File: src/hw/rtl/ast_pkg.sv
// Package for the alarm slot table: slot count, field widths, command codes
// and the request/response types of the shared add/compare unit.
// No dependencies.
`default_nettype none

package ast_pkg;

   localparam int NUM_SLOTS  = 8;
   localparam int SLOT_W     = (NUM_SLOTS > 1) ? $clog2(NUM_SLOTS) : 1;
   localparam int CMD_W      = 2;
   localparam int TICK_W     = 32;
   localparam int INDEX_W    = 3;
   localparam int SLOT_NUM_W = 4;

   localparam logic [CMD_W-1:0] CMD_TICK   = 2'd0;
   localparam logic [CMD_W-1:0] CMD_ALLOC  = 2'd1;
   localparam logic [CMD_W-1:0] CMD_REARM  = 2'd2;
   localparam logic [CMD_W-1:0] CMD_UNUSED = 2'd3;

   localparam logic KIND_ALLOC  = 1'b0;
   localparam logic KIND_EXPIRY = 1'b1;

   typedef struct packed {
      logic [TICK_W-1:0] opa;
      logic [TICK_W-1:0] opb;
   } alu_req_type;

   typedef struct packed {
      logic [TICK_W-1:0] sum;
      logic              eq;
   } alu_rsp_type;

endpackage

`default_nettype wire

File: src/hw/rtl/ast_ram.sv
// Generic single-write, single-read RAM with registered read data.
// No dependencies.
`default_nettype none

module ast_ram #(
   parameter int WIDTH = 32,
   parameter int DEPTH = 8
) (
   input  wire logic                             clock,
   input  wire logic                             wr_en,
   input  wire logic [$clog2(DEPTH > 1 ? DEPTH : 2)-1:0] wr_addr,
   input  wire logic [WIDTH-1:0]                 wr_data,
   input  wire logic [$clog2(DEPTH > 1 ? DEPTH : 2)-1:0] rd_addr,
   output logic      [WIDTH-1:0]                 rd_data
);

   logic [WIDTH-1:0] mem_ff [DEPTH];

   always_ff @(posedge clock) begin
      if (wr_en) begin
         mem_ff[wr_addr] <= wr_data;
      end
      rd_data <= mem_ff[rd_addr];
   end

endmodule

`default_nettype wire

File: src/hw/rtl/ast_alu.sv
// Shared 32-bit add and equality-compare unit of the alarm slot table.
// Depends on ast_pkg.
`default_nettype none

module ast_alu (
   input  wire ast_pkg::alu_req_type alu_req,
   output ast_pkg::alu_rsp_type      alu_rsp
);

   import ast_pkg::*;

   // Counter advance and alarm-point sums wrap modulo 2^32.
   always_comb begin
      alu_rsp.sum = alu_req.opa + alu_req.opb;
      alu_rsp.eq  = (alu_req.opa == alu_req.opb);
   end

endmodule

`default_nettype wire

File: src/hw/rtl/alarm_slot_table.sv
// Top level of the alarm slot table: command sequencer, slot status and
// notify flags. Depends on ast_pkg, ast_ram and ast_alu.
//
// Usage:
//   A command transaction is taken at a rising edge with start high and busy
//   low. req_cmd selects tick, allocate or rearm; any other code is dropped.
//   Results appear on rsp_* for one cycle, marked by rsp_strobe, and cannot
//   be held off by the receiver.
//   Allocate: the reply (slot number, or the slot count when no
//     slot is free) shows in the cycle after the transaction; busy stays low.
//   Rearm: no result.
//   Tick: busy through the scan, last and flush states. The shared
//     unit compares one alarm point per cycle as the alarm RAM streams out
//     through its registered read port. Expiry events leave in ascending
//     slot order. Each is held until the next expiring notifying slot is
//     found or the scan ends, so the last one can carry rsp_last_of_run; the
//     last one shows in the same cycle that busy drops. The next command
//     is taken once the sequencer is back in idle.
//   Reset (synchronous): counter zero, all slots free, notify flags clear,
//     sequencer idle. Alarm points are not cleared; only written slots can
//     ever expire.
`default_nettype none

module alarm_slot_table (
   input  wire logic                            clock,
   input  wire logic                            reset,
   input  wire logic                            start,
   output logic                                 busy,
   input  wire logic [ast_pkg::CMD_W-1:0]       req_cmd,
   input  wire logic [ast_pkg::TICK_W-1:0]      req_delay_ticks,
   input  wire logic [ast_pkg::INDEX_W-1:0]     req_slot_index,
   input  wire logic                            req_want_notify,
   output logic                                 rsp_strobe,
   output logic                                 rsp_result_kind,
   output logic      [ast_pkg::SLOT_NUM_W-1:0]  rsp_slot_number,
   output logic                                 rsp_last_of_run
);

   import ast_pkg::*;

   typedef enum logic [1:0] {
      ST_IDLE,
      ST_SCAN,
      ST_LAST,
      ST_FLUSH
   } seq_state_type;

   typedef enum logic [1:0] {
      SLOT_FREE,
      SLOT_PENDING,
      SLOT_EXPIRED
   } slot_state_type;

   seq_state_type     state_ff, state_in;
   slot_state_type    status_ff [NUM_SLOTS];
   logic              notify_ff [NUM_SLOTS];
   logic [TICK_W-1:0] tick_count_ff;
   logic [SLOT_W-1:0] scan_ff;
   logic              cmp_vld_ff;
   logic [SLOT_W-1:0] cmp_idx_ff;
   logic              held_vld_ff;
   logic [SLOT_W-1:0] held_idx_ff;

   logic                  rsp_strobe_ff;
   logic                  rsp_kind_ff;
   logic [SLOT_NUM_W-1:0] rsp_slot_ff;
   logic                  rsp_last_ff;

   alu_req_type       alu_req;
   alu_rsp_type       alu_rsp;
   logic [TICK_W-1:0] ram_rdata;
   logic              ram_we;
   logic [SLOT_W-1:0] ram_waddr;

   logic              accept;
   logic              free_found;
   logic [SLOT_W-1:0] free_idx;
   logic              rearm_ok;
   logic              hit;

   assign accept   = start && (state_ff == ST_IDLE);
   assign busy     = (state_ff != ST_IDLE);
   assign rearm_ok = ({1'b0, req_slot_index} < (INDEX_W + 1)'(NUM_SLOTS));

   // Lowest free slot.
   always_comb begin
      free_found = 1'b0;
      free_idx   = '0;
      for (int i = NUM_SLOTS - 1; i >= 0; i--) begin
         if (status_ff[i] == SLOT_FREE) begin
            free_found = 1'b1;
            free_idx   = SLOT_W'(i);
         end
      end
   end

   // Idle: advance the counter or form an alarm point. Busy: compare.
   always_comb begin
      if (state_ff == ST_IDLE) begin
         alu_req.opa = tick_count_ff;
         alu_req.opb = (req_cmd == CMD_TICK) ? TICK_W'(1) : req_delay_ticks;
      end else begin
         alu_req.opa = ram_rdata;
         alu_req.opb = tick_count_ff;
      end
   end

   ast_alu u_alu (
      .alu_req (alu_req),
      .alu_rsp (alu_rsp)
   );

   always_comb begin
      ram_we    = 1'b0;
      ram_waddr = free_idx;
      if (accept) begin
         case (req_cmd)
            CMD_ALLOC: begin
               ram_we = free_found;
            end
            CMD_REARM: begin
               ram_we    = rearm_ok;
               ram_waddr = SLOT_W'(req_slot_index);
            end
            default: begin
               ram_we = 1'b0;
            end
         endcase
      end
   end

   ast_ram #(
      .WIDTH (TICK_W),
      .DEPTH (NUM_SLOTS)
   ) u_alarm_ram (
      .clock   (clock),
      .wr_en   (ram_we),
      .wr_addr (ram_waddr),
      .wr_data (alu_rsp.sum),
      .rd_addr (scan_ff),
      .rd_data (ram_rdata)
   );

   assign hit = cmp_vld_ff && (status_ff[cmp_idx_ff] == SLOT_PENDING) && alu_rsp.eq;

   always_comb begin
      state_in = state_ff;
      case (state_ff)
         ST_IDLE: begin
            if (accept && (req_cmd == CMD_TICK)) begin
               state_in = ST_SCAN;
            end
         end
         ST_SCAN: begin
            if (scan_ff == SLOT_W'(NUM_SLOTS - 1)) begin
               state_in = ST_LAST;
            end
         end
         ST_LAST: begin
            state_in = ST_FLUSH;
         end
         ST_FLUSH: begin
            state_in = ST_IDLE;
         end
         default: begin
            state_in = ST_IDLE;
         end
      endcase
   end

   always_ff @(posedge clock) begin
      if (reset) begin
         state_ff      <= ST_IDLE;
         tick_count_ff <= '0;
         scan_ff       <= '0;
         cmp_vld_ff    <= 1'b0;
         cmp_idx_ff    <= '0;
         held_vld_ff   <= 1'b0;
         held_idx_ff   <= '0;
         rsp_strobe_ff <= 1'b0;
         rsp_kind_ff   <= KIND_ALLOC;
         rsp_slot_ff   <= '0;
         rsp_last_ff   <= 1'b0;
         for (int i = 0; i < NUM_SLOTS; i++) begin
            status_ff[i] <= SLOT_FREE;
            notify_ff[i] <= 1'b0;
         end
      end else begin
         state_ff      <= state_in;
         rsp_strobe_ff <= 1'b0;
         cmp_vld_ff    <= (state_ff == ST_SCAN);
         cmp_idx_ff    <= scan_ff;

         case (state_ff)
            ST_IDLE: begin
               if (accept) begin
                  case (req_cmd)
                     CMD_TICK: begin
                        tick_count_ff <= alu_rsp.sum;
                        scan_ff       <= '0;
                        held_vld_ff   <= 1'b0;
                     end
                     CMD_ALLOC: begin
                        if (free_found) begin
                           status_ff[free_idx] <= SLOT_PENDING;
                           notify_ff[free_idx] <= req_want_notify;
                        end
                        rsp_strobe_ff <= 1'b1;
                        rsp_kind_ff   <= KIND_ALLOC;
                        rsp_slot_ff   <= free_found ? SLOT_NUM_W'(free_idx)
                                                    : SLOT_NUM_W'(NUM_SLOTS);
                        rsp_last_ff   <= 1'b1;
                     end
                     CMD_REARM: begin
                        if (rearm_ok) begin
                           status_ff[SLOT_W'(req_slot_index)] <= SLOT_PENDING;
                        end
                     end
                     default: begin
                        // Drop unused command codes.
                     end
                  endcase
               end
            end
            ST_SCAN: begin
               if (scan_ff != SLOT_W'(NUM_SLOTS - 1)) begin
                  scan_ff <= scan_ff + SLOT_W'(1);
               end
            end
            ST_FLUSH: begin
               scan_ff <= '0;
               if (held_vld_ff) begin
                  rsp_strobe_ff <= 1'b1;
                  rsp_kind_ff   <= KIND_EXPIRY;
                  rsp_slot_ff   <= SLOT_NUM_W'(held_idx_ff);
                  rsp_last_ff   <= 1'b1;
               end
               held_vld_ff <= 1'b0;
            end
            default: begin
            end
         endcase

         // Expire a matching slot; if it notifies, release the previously held event as not last.
         if (hit) begin
            status_ff[cmp_idx_ff] <= SLOT_EXPIRED;
            if (notify_ff[cmp_idx_ff]) begin
               if (held_vld_ff) begin
                  rsp_strobe_ff <= 1'b1;
                  rsp_kind_ff   <= KIND_EXPIRY;
                  rsp_slot_ff   <= SLOT_NUM_W'(held_idx_ff);
                  rsp_last_ff   <= 1'b0;
               end
               held_vld_ff <= 1'b1;
               held_idx_ff <= cmp_idx_ff;
            end
         end
      end
   end

   assign rsp_strobe      = rsp_strobe_ff;
   assign rsp_result_kind = rsp_kind_ff;
   assign rsp_slot_number = rsp_slot_ff;
   assign rsp_last_of_run = rsp_last_ff;

endmodule

`default_nettype wire

File: config.mk
export PLATFORM = sky130hd
export DESIGN_NAME = alarm_slot_table
export DESIGN_NICKNAME = d
export VERILOG_FILES = /design/src/hw/rtl/ast_pkg.sv /design/src/hw/rtl/ast_ram.sv /design/src/hw/rtl/ast_alu.sv /design/src/hw/rtl/alarm_slot_table.sv
export SDC_FILE = /design/constraint.sdc
export NUM_CORES = 1
export LEC_CHECK = 0
export ABC_AREA = 1
export BUFFER_PORTS_ARGS = -buffer_cell sky130_fd_sc_hd__buf_4
export CAP_MARGIN = 20
export CORE_MARGIN = 8
export CORE_UTILIZATION = 57
export DETAILED_ROUTE_END_ITERATION = 10
export HOLD_SLACK_MARGIN = 0.15
export PLACE_DENSITY = 0.77
export SETUP_SLACK_MARGIN = 0.2
export SYNTH_ARGS = -nofsm -noshare
export SYNTH_HDL_FRONTEND = slang
export SYNTH_SLANG_ARGS = --single-unit
File: constraint.sdc
create_clock -name clock -period 3.2 [get_ports clock]
set_clock_uncertainty 0.2 [all_clocks]
set_input_delay 0.32 -clock clock [delete_from_list [all_inputs] [get_ports clock]]
set_output_delay 0.32 -clock clock [all_outputs]
set_load 0.02 [all_outputs]
==> impl_metrics.env, run 1 <==
export IMPL_status="completed"
export IMPL_syn_area_mm2=0.0174
export IMPL_diodes=0
export IMPL_min_period_over_period=0.984
export IMPL_slew_headroom=0.492
export IMPL_synth_area_leader_cell="edfxtp_1"
export IMPL_crit_chain="inv_2 > ha_4 > inv_8 > nor2_4 > buf_12 > buf_16 > nand2_1 > o21ai_0 > ha_2 > a21oi_1 > o21ai_1 > inv_1 > nand2_1 > a21oi_1 > buf_4 > nand2_1 > nand2_1 > nand2_2"
export IMPL_portBuffers=48
export IMPL_fin_util=0.702
export IMPL_synthTopCellsByArea="edfxtp_1, dfxtp_1, nand2_1"
export IMPL_worstHoldPathType="input port to flip-flop"
export IMPL_worstSetupStartpointType="flip-flop"
export IMPL_fin_ws_ns=0.0519
export IMPL_cts_sinks=364
export IMPL_synthSimpleGateAreaFrac=0.202
export IMPL_drtPass1Iterations=5
export IMPL_grt_max_degree=76
export IMPL_setup_viol=0
export IMPL_die_w_um=191
export IMPL_min_period_ns=3.15
export IMPL_wire_per_inst_um=18.7
export IMPL_hold_viol=0
export IMPL_first_iter_violations=1452
export IMPL_tightestPinTransition_ns=0.763
export IMPL_core_mm2=0.0303
export IMPL_ys_seq_area_frac=0.570
export IMPL_crit_top_cell="nand2_1"
export IMPL_synth_adder_area_share=0.0299
export IMPL_synth_top_family_by_area="simple AND/OR/NAND/NOR gates"
export IMPL_wl_met3_um=3570
export IMPL_clockBufferDepth=3
export IMPL_syn_area_per_cell_um2=8.72
export IMPL_synth_distinct_cells=37
export IMPL_num_vias=14800
export IMPL_area_growth_pct=22.3
export IMPL_setup_worst_path_start="state_ff[1]"
export IMPL_fmax_mhz=318
export IMPL_postRouteWirelength_um=48400
export IMPL_crit_fanout=8
export IMPL_grt_overflow=0
export IMPL_r2r_slack_ns=0.05
export IMPL_place_gp_congestion=1.02
export IMPL_antenna_found_initial=0
export IMPL_synthCells=1999
export IMPL_routed_wl_met2_um=22900
export IMPL_rsz0062_at_grt="true"
export IMPL_ios=49
export IMPL_cts_made_buffers=37
export IMPL_track_usage=0.263
export IMPL_cts_root_buf="clkbuf_16"
export IMPL_dp_slack_ns=-0.177
export IMPL_post_route_cell_area_mm2=0.0213
export IMPL_path_delay_family="compound AO/OA/AOI/OAI gates"
export IMPL_timing_rr_end="u_alarm_ram.mem_ff[4][28]"
export IMPL_grt_pass1_vias=14300
export IMPL_routed_top_layer="met4"
export IMPL_worstSkewPairLatency_ns=0.52
export IMPL_multiInputGateArea_mm2=0.00702
export IMPL_dieArea_mm2=0.0364
export IMPL_grt_pass1_wl_um=75500
export IMPL_clk_pin_slew_worst_paths_ns=0.07
export IMPL_cpPeakStageDelay_ns=0.36
export IMPL_rows=64
export IMPL_seqCellArea_mm2=0.00994
export IMPL_synth_area_mux_share=0
export IMPL_final_nets=2245
export IMPL_cp_endpoint="u_alarm_ram.mem_ff[4][28]"
export IMPL_die_h_um=191
export IMPL_vias_per_cell=5.72
export IMPL_drc=0
export IMPL_r2r_start="state_ff[1]"
export IMPL_drive_above_1_share=0.201
export IMPL_maxCapViolCount=0
export IMPL_power_density_mw_per_mm2=951
export IMPL_cp_num_cells=18
export IMPL_cts_tree="built"
export IMPL_m1WireLength_um=20000
export IMPL_cp_required_ns=3.25
export IMPL_yosys_warnings=0
export IMPL_fillers=2216
export IMPL_slew_viol_final=0
export IMPL_syn_nets=2081
export IMPL_end_kind="flip-flop"
export IMPL_cts_max_level=2
export IMPL_synth_ff_type="edfxtp_1"
export IMPL_dp_hpwl_um=31200
export IMPL_start_util=0.574
export IMPL_slowest_stage="ha_2"
export IMPL_arrival_ns=3.20
export IMPL_critPathKind="flip-flop to flip-flop"
export IMPL_final_antenna_net_count=0
export IMPL_ir_worst_vdd_mv=0.583
export IMPL_synthArstFlopShare=0
export IMPL_ff2ff_path_depth=18
export IMPL_synth_xor_area_frac=0.00703
export IMPL_synth_seq_cells=364
export IMPL_leakage_nw=8.79
export IMPL_netlist_area_leader_share=0.455
export IMPL_worst_path_buf_inv=6
export IMPL_synth_compound_area_frac=0.126
export IMPL_synth_edff_count=264
export IMPL_placed_area_mm2=0.0192
==> power breakdown <==
group | internal (W) | switching (W)
clock | 0.00254 | 0.00178
combinational | 0.00337 | 0.00564
sequential | 0.00677 | 0.000171
total | 0.0127 | 0.00759
==> synthesized netlist by cell type (3+ instances only) <==
| library cell | n |
|---|---|
| buf_6 | 4 |
| and2_1 | 5 |
| inv_1 | 199 |
| xor2_1 | 14 |
| nor2_1 | 343 |
| dfxtp_1 | 100 |
| a21oi_1 | 86 |
| o21ai_1 | 9 |
| o21ai_0 | 245 |
| a31oi_1 | 33 |
| o21bai_1 | 3 |
| clkbuf_1 | 67 |
| a211oi_1 | 3 |
| inv_2 | 5 |
| buf_1 | 6 |
| nor3_1 | 19 |
| nand4_1 | 18 |
| ha_1 | 40 |
| edfxtp_1 | 264 |
| nand3_1 | 66 |
| nand2_1 | 410 |
| o22ai_1 | 33 |
| buf_2 | 7 |
==> area by class of cell <==
| type | instances | area share |
|---|---|---|
| Sequential cell | 364 | 0.466 |
| Multi-Input combinational cell | 1345 | 0.329 |
| Timing Repair Buffer | 210 | 0.0884 |
| Clock buffer | 46 | 0.0469 |
| Inverter | 205 | 0.0365 |
| Tap cell | 396 | 0.0232 |
| Clock inverter | 19 | 0.00968 |
==> how the worst min path moves through the flow <==
stage | start | to | slack [ns] | cells after the start
floorplan | tick_count_ff[1] | tick_count_ff[1] | 0.24 | 2
global placement | status_ff[4][0] | status_ff[4][0] | 0.25 | 2
detailed placement | status_ff[4][0] | status_ff[4][0] | 0.26 | 2
CTS | req_slot_index[1] | status_ff[1][0] | 0.15 | 6
global route | req_slot_index[0] | status_ff[4][0] | 0.20 | 5
finish | req_slot_index[1] | status_ff[1][0] | 0.17 | 6
==> kinds of logic (layout without fill, tap and decap cells) <==
logic type               count (synthesis)  count (layout)
XOR/XNOR                                14              14
flip-flops                             364             364
adder cells (fa/ha/maj)                 41              41
AND/OR/NAND/NOR                        873             874
buffers and inverters                  291             480
AO/OA/AOI/OAI                          416             416
==> routing by layer <==
layer,track usage,up-vias
met2,0.436,591
met5,0,-
li1,-,7024
met4,0.112,0
met3,0.0391,129
met1,0.340,7034
==> cells in the final DEF, fill, tap and decap left out, types with 6 or more instances in the layout <==
| cell | instances |
|---|---|
| o21ai_1 | 24 |
| nand3_1 | 58 |
| edfxtp_1 | 264 |
| nand2_1 | 359 |
| buf_4 | 180 |
| a31oi_1 | 33 |
| xor2_2 | 7 |
| inv_2 | 15 |
| buf_6 | 6 |
| o22ai_1 | 33 |
| a21oi_1 | 70 |
| buf_12 | 19 |
| nor3_1 | 11 |
| nand4_1 | 18 |
| ha_2 | 9 |
| nor2_2 | 20 |
| dfxtp_1 | 96 |
| ha_1 | 30 |
| nand2_4 | 10 |
| nand2_2 | 44 |
| nor2_1 | 311 |
| nor2_4 | 14 |
| clkinv_2 | 8 |
| o21ai_0 | 225 |
| clkbuf_16 | 37 |
| inv_1 | 188 |
| nand3_2 | 9 |
| nor3_2 | 7 |
| a21oi_2 | 14 |
==> worst min-delay path, stage by stage <==
cell	delay [ns]
buf_4	0.09
nand2_1	0.06
o21ai_0	0.11
nor2_1	0.10
nand2_1	0.10
a21oi_1	0.06
==> through the flow <==
stage	TNS (ns)	instances	hold slack (ns)	total power, W
5_1_grt	-4.07	2585	0.202	0.0213
6_report	0	2585	0.165	0.0203
2_1_floorplan	-52.25	1999	0.240	0.0114
3_3_place_gp	-10.69	2492	0.253	0.0143
4_1_cts	0	2582	0.153	0.0198
3_5_place_dp	-14.63	2492	0.263	0.0145
==> state kept, by name (all words and copies together) (netlist names) <==
register             flops
u_alarm_ram.mem_ff     256
tick_count_ff           32
u_alarm_ram.rd_data     32
status_ff               16
notify_ff                8
rsp_slot_number          4
cmp_idx_ff               3
held_idx_ff              3
scan_ff                  3
state_ff                 2
cmp_vld_ff               1
held_vld_ff              1
rsp_last_of_run          1
rsp_result_kind          1
rsp_strobe               1
==> what timing repair did <==
action / CTS / global route
setup endpoints to repair: 488 / 535
hold buffers: 2 / 0
buffers inserted: 19 / 3
cloned: 4 / 0
resized for setup: 139 / 54
hold endpoints to repair: 12 / 0
pin swaps: 44 / 28
(Power assumes the default switching activity.)
==> run 2: changes to the inputs <==
SYNTH_HIERARCHICAL = 1   (was not set)
==> impl_metrics.env, run 2 <==
export IMPL_power_density_mw_per_mm2=909
export IMPL_cts_made_buffers=39
export IMPL_fin_ws_ns=-0.169
export IMPL_cts_root_buf="clkbuf_16"
export IMPL_synth_ff_type="edfxtp_1"
export IMPL_synthCells=2358
export IMPL_dieArea_mm2=0.0389
export IMPL_tightestPinTransition_ns=0.892
export IMPL_syn_area_mm2=0.0187
export IMPL_violations="setup timing"
export IMPL_core_mm2=0.0325
export IMPL_synth_commonest_cells="nand2_1, inv_1, edfxtp_1, nand3_1, o21ai_0"
export IMPL_grt_busiest_layer="met2"
export IMPL_area_growth_pct=20.0
export IMPL_syn_area_per_cell_um2=7.94
export IMPL_start_util=0.577
export IMPL_worstSkewPairLatency_ns=0.53
export IMPL_layout_common_cells="nand2_1, inv_1, edfxtp_1, buf_4, nand3_1"
export IMPL_final_common_cell="nand2_1"
export IMPL_cp_required_ns=3.42
export IMPL_slew_viol_final=0
export IMPL_diodes=0
export IMPL_vias_per_cell=5.29
export IMPL_worstSetupStartpointType="flip-flop"
export IMPL_hold_viol=0
export IMPL_yosys_warnings=6
export IMPL_place_gp_congestion=0.981
export IMPL_synth_distinct_cells=44
export IMPL_end_kind="flip-flop"
export IMPL_syn_nets=2440
export IMPL_portBuffers=48
export IMPL_clockBufferDepth=3
export IMPL_synth_seq_cells=364
export IMPL_wire_per_inst_um=16.5
export IMPL_antenna_found_initial=0
export IMPL_drtPass1Iterations=5
export IMPL_die_h_um=197
export IMPL_status="complete, but fails checks"
export IMPL_regMostFlops="u_alarm_ram/mem_ff"
export IMPL_synth_edff_count=264
export IMPL_synthTopCellsByArea="edfxtp_1, nand2_1, dfxtp_1"
export IMPL_grtUsageMet3=0.0346
export IMPL_cts_sinks=364
export IMPL_first_iter_violations=1275
export IMPL_num_vias=15800
export IMPL_ir_worst_vdd_mv=0.497
export IMPL_slew_headroom=0.406
export IMPL_yosysMostFrequentCell="nand2_1"
export IMPL_met2_usage=0.438
export IMPL_grt_overflow=0
export IMPL_synthArstFlopShare=0
export IMPL_synth_area_leader_cell="edfxtp_1"
export IMPL_netlist_area_leader_share=0.423
export IMPL_rsz0062_at_grt="true"
export IMPL_ios=49
export IMPL_critPathKind="flip-flop to flip-flop"
export IMPL_cts_max_level=2
export IMPL_crit_fanout=9
export IMPL_final_antenna_net_count=0
export IMPL_die_w_um=197
export IMPL_drc=0
export IMPL_setup_viol=26
export IMPL_leakage_nw=10.8
export IMPL_top_regs="u_alarm_ram/mem_ff (256), tick_count_ff (32), u_alarm_ram/rd_data (32)"
export IMPL_grt_pass1_wl_um=77400
export IMPL_ys_seq_area_frac=0.530
export IMPL_largest_reg_flops=256
export IMPL_min_period_ns=3.37
export IMPL_gr_usage_met1=0.302
export IMPL_track_usage=0.248
export IMPL_fin_setup_tns_ns=-2.71
export IMPL_hold_worst_slack_ns=0.257
export IMPL_clk_pin_slew_worst_paths_ns=0.06
export IMPL_fmax_mhz=297
export IMPL_maxCapViolCount=0
export IMPL_dp_hpwl_um=31900
export IMPL_grt_max_degree=129
export IMPL_worstHoldPathType="flip-flop to flip-flop"
export IMPL_rows=66
export IMPL_grt_pass1_vias=15700
export IMPL_drive_above_1_share=0.163
export IMPL_min_period_over_period=1.05
export IMPL_final_nets=2602
export IMPL_postRouteWirelength_um=49400
export IMPL_cts_tree="built"
export IMPL_arrival_ns=3.59
==> run 2: logic make-up after synthesis <==
family / Yosys count / synth area share
AO/OA/AOI/OAI: 201 / 0.0551
XOR/XNOR: 15 / 0.00701
adder cells (fa/ha/maj): 41 / 0.0278
buffers and inverters: 547 / 0.118
flip-flops: 364 / 0.530
AND/OR/NAND/NOR: 1190 / 0.262
==> run 2: area by class of cell <==
cell class | count | area [µm²]
multi-input cells | 1447 | 7100
fillers | 2480 | 9980
well taps | 442 | 553
clock buffers | 49 | 1060
flip-flops and latches | 364 | 9940
inverters | 465 | 1760
clock inverters | 22 | 239
repair buffers | 203 | 1820
==> run 2: worst max-delay path: stages (launching register included) <==
cell and delay, ns:
dfxtp_2 0.32, inv_2 0.07, ha_4 0.19, inv_8 0.05, nor2_4 0.14, buf_12 0.14
buf_8 0.13, nand2_2 0.05, o21ai_2 0.05, ha_1 0.27, nor4_2 0.28, buf_4 0.17
nand4_1 0.09, nor2_2 0.19, nand3_1 0.12, inv_2 0.06, nand2_2 0.06, nor2_4 0.21
nand2_4 0.09, nor2_8 0.13, inv_6 0.08, nor2_4 0.10, a21oi_1 0.05
==> run 2: repair_timing <==
item | in CTS | in global routing
setup endpoints to repair | 393 | 504
resized for setup | 33 | 127
pin swaps | 4 | 20
hold endpoints to repair | 38 | 0
setup buffers | 1 | 14
hold buffers | 7 | 0
cloned | 0 | 1
==> run 2: stage by stage <==
step                      std cells  area [µm²]  worst slack, ns  utilization  power, W
after global routing           2992       22500           -0.322        0.693    0.0215
final                          2992       22500           -0.169        0.693    0.0204
after floorplan                2358       18800           -0.105            -    0.0115
after global placement         2898       20500           -0.314        0.630    0.0145
after detailed placement       2898       20500           -0.376        0.630    0.0147
after CTS                      2977       22000           -0.127        0.676    0.0196
==> run 2: final timing paths <==
| kind | slack [ns] | cells after the start | to | from |
|---|---|---|---|---|
| hold reg to reg | 0.26 | 2 | cmp_idx_ff[2] | scan_ff[2] |
| hold / removal | 0.26 | 2 | cmp_idx_ff[2] | scan_ff[2] |
| setup / recovery | -0.17 | 22 | status_ff[0][0] | state_ff[1] |
| setup reg to reg | -0.17 | 22 | status_ff[0][0] | state_ff[1] |
==> run 2: where the power goes <==
| group | internal, W | total [W] | leakage (nW) | switching, W |
|---|---|---|---|---|
| sequential | 0.00675 | 0.00689 | 3.23 | 0.000140 |
| combinational | 0.00342 | 0.00900 | 6.91 | 0.00559 |
| clock | 0.00270 | 0.00454 | 0.637 | 0.00183 |
==> run 2: metal layers <==
metal / vias up / wire, µm / part of all wire
li1: 7649 / - / -
met1: 7416 / 19600 / 0.40
met2: 617 / 24600 / 0.50
met3: 132 / 3450 / 0.070
met4: 0 / 1750 / 0.035
met5: - / 0 / 0
